===== src/rtl/bqlpf_pkg.sv =====
// Shared types and constants for the biquad lowpass filter.
package bqlpf_pkg;

  // Width of both delay accumulators.
  localparam int DELAY_BITS = 40;

  // Configuration register index width and register map.
  localparam int CFG_IDX_W = 2;

  typedef enum logic [CFG_IDX_W-1:0] {
    REG_COEF_B0 = 2'd0,
    REG_COEF_A1 = 2'd1,
    REG_COEF_A2 = 2'd2
  } cfg_reg_t;

  // Sequencer states.
  typedef enum logic [2:0] {
    ST_IDLE,
    ST_MUL_X,
    ST_ACC,
    ST_QUANT,
    ST_MUL_Y,
    ST_SUM,
    ST_UPDATE
  } state_t;

endpackage


===== src/rtl/biquad_lowpass_filter_top.sv =====
// A sample taken in ST_IDLE runs through ST_MUL_X, ST_ACC, ST_QUANT, ST_MUL_Y, ST_SUM and
// ST_UPDATE, which waits while an unread result is held; only then is the next one taken.
// The products come from the bit-serial shift-add multiplier, which takes one multiplier
// bit per cycle for b0*x and then for a1*y and a2*y side by side.
// A finished sample waits in the output register while the next one is taken.
// Reset (synchronous, rst_n low) clears coefficients, both delays and out_valid.
module biquad_lowpass_filter_top #(
  parameter int SAMPLE_BITS    = 16,
  parameter int COEF_FRAC_BITS = 15
) (
  input  logic                                   clk,
  input  logic                                   rst_n,
  input  logic                                   in_valid,
  output logic                                   in_ready,
  input  logic signed [SAMPLE_BITS-1:0]          in_sample_in,
  input  logic                                   in_first_of_buffer,
  output logic                                   out_valid,
  input  logic                                   out_ready,
  output logic signed [SAMPLE_BITS-1:0]          out_sample_out,
  output logic                                   out_clipped,
  input  logic                                   cfg_we,
  input  logic [bqlpf_pkg::CFG_IDX_W-1:0]        cfg_index,
  input  logic [COEF_FRAC_BITS+2:0]              cfg_data
);
  import bqlpf_pkg::*;

  localparam int COEF_W = COEF_FRAC_BITS + 3;
  localparam int PROD_W = COEF_W + SAMPLE_BITS;
  localparam int WIDE_W = (PROD_W > DELAY_BITS) ? PROD_W : DELAY_BITS;
  localparam int ACC_W  = WIDE_W + 1;
  localparam int Q_W    = ACC_W - COEF_FRAC_BITS;
  localparam int SUM_W  = ((PROD_W + 2 > DELAY_BITS) ? PROD_W + 2 : DELAY_BITS) + 1;
  localparam int CNT_W  = $clog2(SAMPLE_BITS);

  state_t state_r, state_nxt;

  logic signed [COEF_W-1:0]      coef_b0_r, coef_a1_r, coef_a2_r;
  logic signed [DELAY_BITS-1:0]  d1_r, d2_r;
  logic                          out_valid_r;
  logic signed [SAMPLE_BITS-1:0] out_sample_r;
  logic                          out_clip_r;

  logic [SAMPLE_BITS-1:0]        mplr_r;
  logic [CNT_W-1:0]              cnt_r;
  logic signed [PROD_W-1:0]      bx_r, p1_r, p2_r;
  logic signed [ACC_W-1:0]       acc_r;
  logic signed [SUM_W-1:0]       s_r;
  logic signed [SAMPLE_BITS-1:0] y_r;
  logic                          clip_r;

  logic                          in_fire, out_free, last_bit, neg_bit;
  logic signed [PROD_W-1:0]      b0_ext, a1_ext, a2_ext;
  logic signed [PROD_W-1:0]      add_b0, add_a1, add_a2;
  logic signed [ACC_W-1:0]       biased;
  logic signed [Q_W-1:0]         quot;
  logic [Q_W-SAMPLE_BITS:0]      quot_top;
  logic signed [SAMPLE_BITS-1:0] y_sat;
  logic                          y_clip;
  logic signed [SUM_W-1:0]       t1, t2;

  function automatic logic signed [DELAY_BITS-1:0] sat_delay(
    input logic signed [SUM_W-1:0] v
  );
    logic [SUM_W-DELAY_BITS:0] top;
    top = v[SUM_W-1:DELAY_BITS-1];
    if (&top || ~|top) begin
      return v[DELAY_BITS-1:0];
    end else if (v[SUM_W-1]) begin
      return {1'b1, {(DELAY_BITS-1){1'b0}}};
    end else begin
      return {1'b0, {(DELAY_BITS-1){1'b1}}};
    end
  endfunction

  assign in_ready       = (state_r == ST_IDLE);
  assign in_fire        = in_valid && in_ready;
  assign out_free       = !out_valid_r || out_ready;
  assign out_valid      = out_valid_r;
  assign out_sample_out = out_sample_r;
  assign out_clipped    = out_clip_r;

  assign last_bit = (cnt_r == CNT_W'(SAMPLE_BITS - 1));
  // The multiplier MSB carries negative weight in two's complement.
  assign neg_bit  = (cnt_r == '0);

  assign b0_ext = {{(PROD_W-COEF_W){coef_b0_r[COEF_W-1]}}, coef_b0_r};
  assign a1_ext = {{(PROD_W-COEF_W){coef_a1_r[COEF_W-1]}}, coef_a1_r};
  assign a2_ext = {{(PROD_W-COEF_W){coef_a2_r[COEF_W-1]}}, coef_a2_r};

  assign add_b0 = mplr_r[SAMPLE_BITS-1] ? b0_ext : '0;
  assign add_a1 = mplr_r[SAMPLE_BITS-1] ? a1_ext : '0;
  assign add_a2 = mplr_r[SAMPLE_BITS-1] ? a2_ext : '0;

  // Truncate toward zero: bias negative values before the arithmetic shift.
  always_comb begin
    biased   = acc_r + (acc_r[ACC_W-1] ? ACC_W'((1 << COEF_FRAC_BITS) - 1) : ACC_W'(0));
    quot     = biased[ACC_W-1:COEF_FRAC_BITS];
    quot_top = quot[Q_W-1:SAMPLE_BITS-1];
    if (&quot_top || ~|quot_top) begin
      y_sat  = quot[SAMPLE_BITS-1:0];
      y_clip = 1'b0;
    end else if (quot[Q_W-1]) begin
      y_sat  = {1'b1, {(SAMPLE_BITS-1){1'b0}}};
      y_clip = 1'b1;
    end else begin
      y_sat  = {1'b0, {(SAMPLE_BITS-1){1'b1}}};
      y_clip = 1'b1;
    end
  end

  assign t1 = s_r - {{(SUM_W-PROD_W){p1_r[PROD_W-1]}}, p1_r};
  assign t2 = {{(SUM_W-PROD_W){bx_r[PROD_W-1]}}, bx_r}
            - {{(SUM_W-PROD_W){p2_r[PROD_W-1]}}, p2_r};

  always_comb begin
    state_nxt = state_r;
    unique case (state_r)
      ST_IDLE:   if (in_fire) state_nxt = ST_MUL_X;
      ST_MUL_X:  if (last_bit) state_nxt = ST_ACC;
      ST_ACC:    state_nxt = ST_QUANT;
      ST_QUANT:  state_nxt = ST_MUL_Y;
      ST_MUL_Y:  if (last_bit) state_nxt = ST_SUM;
      ST_SUM:    state_nxt = ST_UPDATE;
      ST_UPDATE: if (out_free) state_nxt = ST_IDLE;
      default:   state_nxt = ST_IDLE;
    endcase
  end

  always_ff @(posedge clk) begin
    if (!rst_n) begin
      state_r     <= ST_IDLE;
      out_valid_r <= 1'b0;
      coef_b0_r   <= '0;
      coef_a1_r   <= '0;
      coef_a2_r   <= '0;
      d1_r        <= '0;
      d2_r        <= '0;
    end else begin
      state_r <= state_nxt;
      if (cfg_we) begin
        unique case (cfg_index)
          REG_COEF_B0: coef_b0_r <= cfg_data;
          REG_COEF_A1: coef_a1_r <= cfg_data;
          REG_COEF_A2: coef_a2_r <= cfg_data;
          default: ;
        endcase
      end
      if (in_fire && in_first_of_buffer) begin
        d1_r <= '0;
        d2_r <= '0;
      end
      if (state_r == ST_UPDATE && out_free) begin
        d1_r        <= sat_delay(t1);
        d2_r        <= sat_delay(t2);
        out_valid_r <= 1'b1;
      end else if (out_ready) begin
        out_valid_r <= 1'b0;
      end
    end
  end

  always_ff @(posedge clk) begin
    unique case (state_r)
      ST_IDLE: begin
        mplr_r <= in_sample_in;
        cnt_r  <= '0;
        bx_r   <= '0;
      end
      ST_MUL_X: begin
        bx_r   <= neg_bit ? (bx_r <<< 1) - add_b0 : (bx_r <<< 1) + add_b0;
        mplr_r <= mplr_r << 1;
        cnt_r  <= cnt_r + 1'b1;
      end
      ST_ACC: begin
        acc_r <= {{(ACC_W-PROD_W){bx_r[PROD_W-1]}}, bx_r}
               + {{(ACC_W-DELAY_BITS){d1_r[DELAY_BITS-1]}}, d1_r};
      end
      ST_QUANT: begin
        y_r    <= y_sat;
        clip_r <= y_clip;
        mplr_r <= y_sat;
        cnt_r  <= '0;
        p1_r   <= '0;
        p2_r   <= '0;
      end
      ST_MUL_Y: begin
        p1_r   <= neg_bit ? (p1_r <<< 1) - add_a1 : (p1_r <<< 1) + add_a1;
        p2_r   <= neg_bit ? (p2_r <<< 1) - add_a2 : (p2_r <<< 1) + add_a2;
        mplr_r <= mplr_r << 1;
        cnt_r  <= cnt_r + 1'b1;
      end
      ST_SUM: begin
        s_r <= {{(SUM_W-DELAY_BITS){d2_r[DELAY_BITS-1]}}, d2_r}
             + ({{(SUM_W-PROD_W){bx_r[PROD_W-1]}}, bx_r} <<< 1);
      end
      ST_UPDATE: begin
        if (out_free) begin
          out_sample_r <= y_r;
          out_clip_r   <= clip_r;
        end
      end
      default: ;
    endcase
  end

endmodule


===== config.mk =====
export PLATFORM = sky130hd
export DESIGN_NAME = biquad_lowpass_filter_top
export DESIGN_NICKNAME = d
export VERILOG_FILES = /design/src/rtl/bqlpf_pkg.sv /design/src/rtl/biquad_lowpass_filter_top.sv
export SDC_FILE = /design/constraint.sdc
export NUM_CORES = 1
export LEC_CHECK = 0
export BUFFER_PORTS_ARGS = -buffer_cell sky130_fd_sc_hd__buf_2
export CAP_MARGIN = 10
export CORE_MARGIN = 8
export CORE_UTILIZATION = 40
export CTS_BUF_LIST = sky130_fd_sc_hd__clkbuf_4
export DETAILED_ROUTE_END_ITERATION = 10
export SKIP_CTS_REPAIR_TIMING = 1
export SLEW_MARGIN = 15
export SYNTH_ARGS = -nofsm -noshare
export SYNTH_HDL_FRONTEND = slang
export SYNTH_SLANG_ARGS = --single-unit
export TNS_END_PERCENT = 30

===== constraint.sdc =====
create_clock -name clk -period 4.45 [get_ports clk]
set_input_delay 0 -clock clk [delete_from_list [all_inputs] [get_ports clk]]
set_output_delay 0 -clock clk [all_outputs]
set_load 0.01 [all_outputs]

==> results.ini, run 1 <==
[drt]
dr.pass1.iters = 6
ant_nets = 0
drc = 0
drt_iter0_markers = 2288
vias = 28900
viasPerCell = 5.65
wl_per_cell_um = 19.0
drt_wl_total_um = 97200

[worst_setup_path]
critical_path_arrival_ps = 4680
endpoint_kind = flip-flop
crit_type = reg2reg
crit_path_start_kind = flip-flop
worstPathRequired_ps = 5020
path_max_fanout = 39

[global_route]
overflow = 0
track_usage_pct = 20.9
grt_max_degree = 68
grt_pass1_vias = 27500
antenna_found_initial = 2
grt_pass1_wl_um = 151000

[pwr]
cellLeakagePower_nw = 15.5
vdd.ir_drop.worst_mv = 0.185
switching_power_mw = 4.44
share_comb_of_total_power_pct = 36.0
seqPwrFrac_pct = 34.7
clockPowerShare_pct = 29.3
p_int_mw = 7.59
swShare_pct = 36.9
p_per_area_nw_per_um2 = 338

[floorplan]
io_pins = 61
die_h_um = 297
die_w_um = 297
dieArea_sq_um = 88400
fp.coreArea_sq_um = 78700
placementRows = 103
start_util_pct = 40.2

[clock_tree]
numCtsBuffers = 105
cts_buffer_depth = 3
insertion_delay_ps = 900
clkTransAtPathRegs_ps = 70
clkSinkCount = 371
cts_root_buffer = clkbuf_4
cts_tree = yes
h-tree-depth = 3

[placement]
port_buffers = 60
pre_cts_ws_ps = 344
gp_congestion = 0.928
hpwl_um = 74300
placed_area_sq_um = 33300

[logic_synthesis]
ys_warn_count = 0
ys_seq_area_share_pct = 31.0
synth_flop_cell = edfxtp_1
syn_area_sq_um = 31700
netlist_instances = 3820
synth_top_cell_by_area = edfxtp_1
netlist.area_leader.share_pct = 22.6
synth_fp_nets = 4228
yosys-top-cells-area = edfxtp_1 23%, ha_1 14%, dfxtp_1 8.4%
ys_seq_elements = 371
synth_edf_count = 238
avgSynthCellArea_sq_um = 8.29
synthArstFlopShare_pct = 0
synthDistinctLibCells = 87

[timing]
maxSlewViolCount = 0
clock.fmax_mhz = 243
finalWorstSetupSlack_ps = 342
finalSetupViolCount = 0
fin_worst_skew_ps = 87.1
maxSlewHeadroom_pct = 25.7
final.setup.tns_ps = 0
rsz0062_at_grt = false
period_minus_slack_ps = 4110
worstMarginPinSlew_ps = 1120
hold_viol_final = 0
fin_crit_sh_pct = 92.3

[layout]
layout-drive-gt1-share_pct = 8.77
nFillCells = 7877
layout.nets = 4377
multiInputGateArea_sq_um = 20300
syn_to_final_growth_pct = 12.5
seq_area_sq_um = 9810
final_cell_area_sq_um = 35600

[job]
maxCapViolations = 0

[worst_hold_path]
hold_class = in2reg

[outcome]
status = finished clean

## worst paths after layout
path	from	endpoint	slack [ps]	depth (start not counted)
max	mplr_r[15]	p1_r[30]	340	15
min	in_sample_in[11]	mplr_r[11]	50	3
max reg2reg	mplr_r[15]	p1_r[30]	340	15
min reg2reg	d2_r[0]	s_r[0]	420	0
## metrics by stage
step / power (mW) / instances / util [%] / hold WS (ps)
after floorplan: 7.32 / 3820 / - / 145
after global placement: 8.44 / 4831 / 42.3 / 296
after detailed placement: 8.43 / 4831 / 42.3 / 296
after CTS: 12.0 / 5030 / 44.2 / -703
after global routing: 12.8 / 5112 / 45.2 / 7.77
final: 12.0 / 5112 / 45.2 / 48.7
## flip-flops by register name, indices dropped and copies added, names as in the netlist, 4 cells and up
register / cells
acc_r: 41
s_r: 41
d1_r: 40
d2_r: 35
bx_r: 34
p1_r: 34
p2_r: 34
coef_a1_r: 18
coef_a2_r: 18
coef_b0_r: 18
mplr_r: 16
out_sample_out: 16
y_r: 16
cnt_r: 4
## worst max-delay path, cell delays in order (launching register included)
cell	delay, ps
edfxtp_1	420
buf_12	200
and2_1	220
fa_1	450
nor2b_1	120
o21ai_0	120
a21boi_0	310
o31ai_1	220
a21oi_1	290
o311ai_0	190
buf_4	180
a2111oi_0	600
o21ai_0	170
o211ai_1	150
xnor2_1	150
nor2_1	50
## area by class of cell
type,instances,area share [%]
well taps,1050,3.69
inverters,265,2.79
diodes,1,0.00703
flip-flops and latches,371,27.5
repair buffers,202,4.61
clock inverters,42,0.914
clock buffers,157,3.31
multi-input cells,3024,57.1
## Yosys cell counts, types with 27 or more instances
cell type and number:
a211oi_1 45, a21boi_0 74, a21o_1 111, a21oi_1 331
a221o_1 27, a31oi_1 33, and3_1 41, clkbuf_1 146
dfxtp_1 133, edfxtp_1 238, ha_1 356, inv_1 264
nand2_1 378, nand2b_1 46, nand3_1 71, nand4_1 37
nor2_1 377, nor2b_1 71, nor3_1 77, o211ai_1 28
o21a_1 38, o21ai_0 253, o21bai_1 36, o31ai_1 30
xnor2_1 152, xor2_1 78
## per-layer routing
layer  share of wire (%)  vias to the layer above  global-route usage [%]
li1                    -                    14200                       -
met4                 2.6                        0                    5.92
met3                 5.8                      171                    3.13
met5                   0                        -                       0
met1                  46                    13600                    28.2
met2                  46                      917                    34.6
## cell families (layout without fill, tap and decap cells)
group           count (synthesis)  count (layout)  synth area share [%]
fa+ha+maj                     366             366                  14.7
other cells                     0               1                     0
mux                            10              10                 0.320
flops                         371             371                  31.0
buf+inv                       425             666                  5.09
simple gates                 1208            1208                  17.6
xor+xnor                      230             230                  6.36
compound gates               1210            1210                  25.0
## placed cells by master (no fill, tap or decap), types with 14 or more instances in the layout
cell and instances:
buf_4 56, a31oi_1 32, nand4_1 37, xnor2_1 152, a22oi_1 24, clkbuf_4 157, and3_1 41, dfxtp_1 133
a221o_1 27, nand2_1 375, o31ai_1 30, a21boi_0 74, dlygate4sd3_1 80, inv_1 263, o21bai_1 36, or2_2 17
o21ai_0 253, a221oi_1 14, ha_1 356, o41ai_1 15, nand3_1 71, nor4_1 16, and2_1 17, o21a_1 38
or3_1 20, buf_2 60, edfxtp_1 238, nor3_1 75, nor2b_1 71, nand2b_1 46, a21oi_1 329, o211ai_1 28
xor2_1 78, a211oi_1 45, clkinv_1 24, nor2_1 374, a21o_1 111
## power by group through the flow
| stage | logic, mW | clock network, mW | registers, mW |
|---|---|---|---|
| 6_report | 4.33 | 3.52 | 4.17 |
| 4_1_cts | 4.22 | 3.64 | 4.16 |
| 3_5_place_dp | 4.19 | 0 | 4.24 |
| 5_1_grt | 4.79 | 3.80 | 4.19 |
| 2_1_floorplan | 3.22 | 0 | 4.09 |
| 3_3_place_gp | 4.21 | 0 | 4.23 |
Note: power is estimated with default switching activity, not from simulation.
==> run 2, diff against run 1 <==
- SETUP_SLACK_MARGIN: unset -> 0.4
==> run 2 against run 1 <==
  * Cell count grew 0.27%
  * Sequential share of layout area shrank 0.26 points
  * Total power grew 0.64%
  * Combinational power grew 2%
  * Non-clock buffer count grew 14
  * Register-to-register slack gained 180 ps
  * Worst setup slack gained 180 ps
  * Via count is essentially flat
==> results.ini, run 2 (synthesis results as in run 1) <==
[outcome]
status = finished clean  ; unchanged

[drt]
vias = 28900  ; about the same
wl_met1_um = 45500  ; was 44800 um
drt_iter0_markers = 2301  ; was 2288
ant_nets = 0  ; unchanged
top_layer = met4  ; unchanged
wl_per_cell_um = 19.1  ; was 19.0 um
drt_wl_total_um = 98200  ; was 97200 um
met3RoutedLength_um = 5330  ; was 5630 um
dr.pass1.iters = 6  ; unchanged
wl_met2_um = 44700  ; was 44300 um
viasPerCell = 5.64  ; was 5.65
drc = 0  ; unchanged

[worst_setup_path]
endpoint_kind = flip-flop  ; unchanged
crit_path_start_kind = flip-flop  ; unchanged
crit_type = reg2reg  ; unchanged
worstPathRequired_ps = 5020  ; about the same
critical_path_arrival_ps = 4490  ; was 4680 ps
path_max_fanout = 20  ; was 39

[timing]
worstMarginPinSlew_ps = 1140  ; was 1120 ps
maxSlewHeadroom_pct = 23.9  ; was 25.7%
fin_crit_sh_pct = 88.2  ; was 92.3%
final.setup.tns_ps = 0  ; unchanged
maxSlewViolCount = 0  ; unchanged
period_minus_slack_ps = 3930  ; was 4110 ps
finalSetupViolCount = 0  ; unchanged
rsz0062_at_grt = true  ; was false
hold_viol_final = 0  ; unchanged
clock.fmax_mhz = 255  ; was 243 MHz
fin_worst_skew_ps = 86.9  ; was 87.1 ps

[floorplan]
start_util_pct = 40.2  ; unchanged
dieArea_sq_um = 88400  ; unchanged
placementRows = 103  ; unchanged
fp.coreArea_sq_um = 78700  ; unchanged
die_w_um = 297  ; unchanged
io_pins = 61  ; unchanged
die_h_um = 297  ; unchanged

[clock_tree]
cts_buffer_depth = 3  ; unchanged
clkTransAtPathRegs_ps = 70  ; about the same
h-tree-depth = 3  ; unchanged
clkSinkCount = 371  ; unchanged
cts_root_buffer = clkbuf_4  ; unchanged
insertion_delay_ps = 900  ; about the same
numCtsBuffers = 105  ; unchanged
cts_tree = yes  ; unchanged

[layout]
layout-drive-gt1-share_pct = 9.84  ; was 8.77%
nFillCells = 7832  ; was 7877
finalCoreUtilization_pct = 45.7  ; was 45.2%
syn_to_final_growth_pct = 13.5  ; was 12.5%
final_cell_count_no_fill = 5126  ; was 5112
largest_registers = acc_r (41), s_r (41), d1_r (40)  ; unchanged
layout.nets = 4391  ; was 4377
final_cell_mix = 375 x nand2_1, 373 x nor2_1, 352 x ha_1  ; was 375 x nand2_1, 374 x nor2_1, 356 x ha_1
final_common_cell = nand2_1  ; unchanged

[pwr]
clockPowerShare_pct = 29.1  ; was 29.3%
swShare_pct = 37.1  ; was 36.9%
p_int_mw = 7.62  ; was 7.59 mW
share_comb_of_total_power_pct = 36.4  ; was 36.0%
cellLeakagePower_nw = 15.6  ; was 15.5 nW
p_per_area_nw_per_um2 = 337  ; was 338 nW/um^2
vdd.ir_drop.worst_mv = 0.186  ; was 0.185 mV
seqPwrFrac_pct = 34.5  ; was 34.7%
switching_power_mw = 4.49  ; was 4.44 mW

[placement]
port_buffers = 60  ; unchanged
dp_cells = 4831  ; unchanged
gp_congestion = 0.928  ; unchanged
hpwl_um = 74300  ; unchanged

[global_route]
antenna_found_initial = 2  ; unchanged
overflow = 0  ; unchanged
grt_max_degree = 68  ; unchanged
grt_pass1_vias = 27500  ; unchanged
track_usage_pct = 20.9  ; unchanged
grt_pass1_wl_um = 151000  ; unchanged

[job]
maxCapViolations = 0  ; unchanged

[worst_hold_path]
hold_class = in2reg  ; unchanged

[run 2: metrics by stage]
| step | hold slack, ps | total power [mW] | worst slack, ps | area [sq um] |
|---|---|---|---|---|
| 2_1_floorplan | 145 | 7.32 | 593 | 31700 |
| 3_3_place_gp | 296 | 8.44 | 371 | 33300 |
| 3_5_place_dp | 296 | 8.43 | 344 | 33300 |
| 4_1_cts | -703 | 12.0 | 358 | 34800 |
| 5_1_grt | 7.77 | 12.8 | 271 | 35900 |
| 6_report | 49.9 | 12.1 | 524 | 35900 |
[run 2: final timing paths]
| check | startpoint | end | slack, ps | depth (start not counted) |
|---|---|---|---|---|
| min reg2reg | d2_r[0] | s_r[0] | 420 | 0 |
| max reg2reg | mplr_r[15] | p1_r[31] | 520 | 14 |
| max | mplr_r[15] | p1_r[31] | 520 | 14 |
| min | in_sample_in[11] | mplr_r[11] | 50 | 3 |
[run 2: power groups by stage]
stage	clock (mW)	combinational [mW]	sequential, mW
finish	3.53	4.41	4.17
detailed placement	0	4.19	4.24
floorplan	0	3.22	4.09
global route	3.80	4.85	4.19
global placement	0	4.21	4.23
CTS	3.64	4.22	4.16
[run 2: area by class of cell]
class	instances	area [sq um]	share of cell area, %
inverter	265	995	2.77
clock buffer	157	1180	3.28
sequential	371	9810	27.3
clock inverter	42	325	0.905
multi-input combinational	3024	20500	57.1
antenna	1	2.50	0.00696
timing repair buffer	216	1780	4.95
tap	1050	1310	3.65
[run 2: critical path, stage by stage (launching register included)]
cell and delay, ps:
edfxtp_1 400, buf_12 180, nand2_1 280, buf_4 310, ha_1 390, nand2_1 100
nor3_1 380, nand4_1 140, o32a_1 330, a21oi_1 330, a41o_1 260, a41o_1 210
o22ai_1 100, xor2_1 160, nor2_1 60
[run 2: metal layers]
metal / up-vias / global-route usage, %
li1: 14200 / -
met1: 13600 / 28.2
met2: 857 / 34.6
met3: 183 / 3.13
met4: 0 / 5.92
met5: - / 0
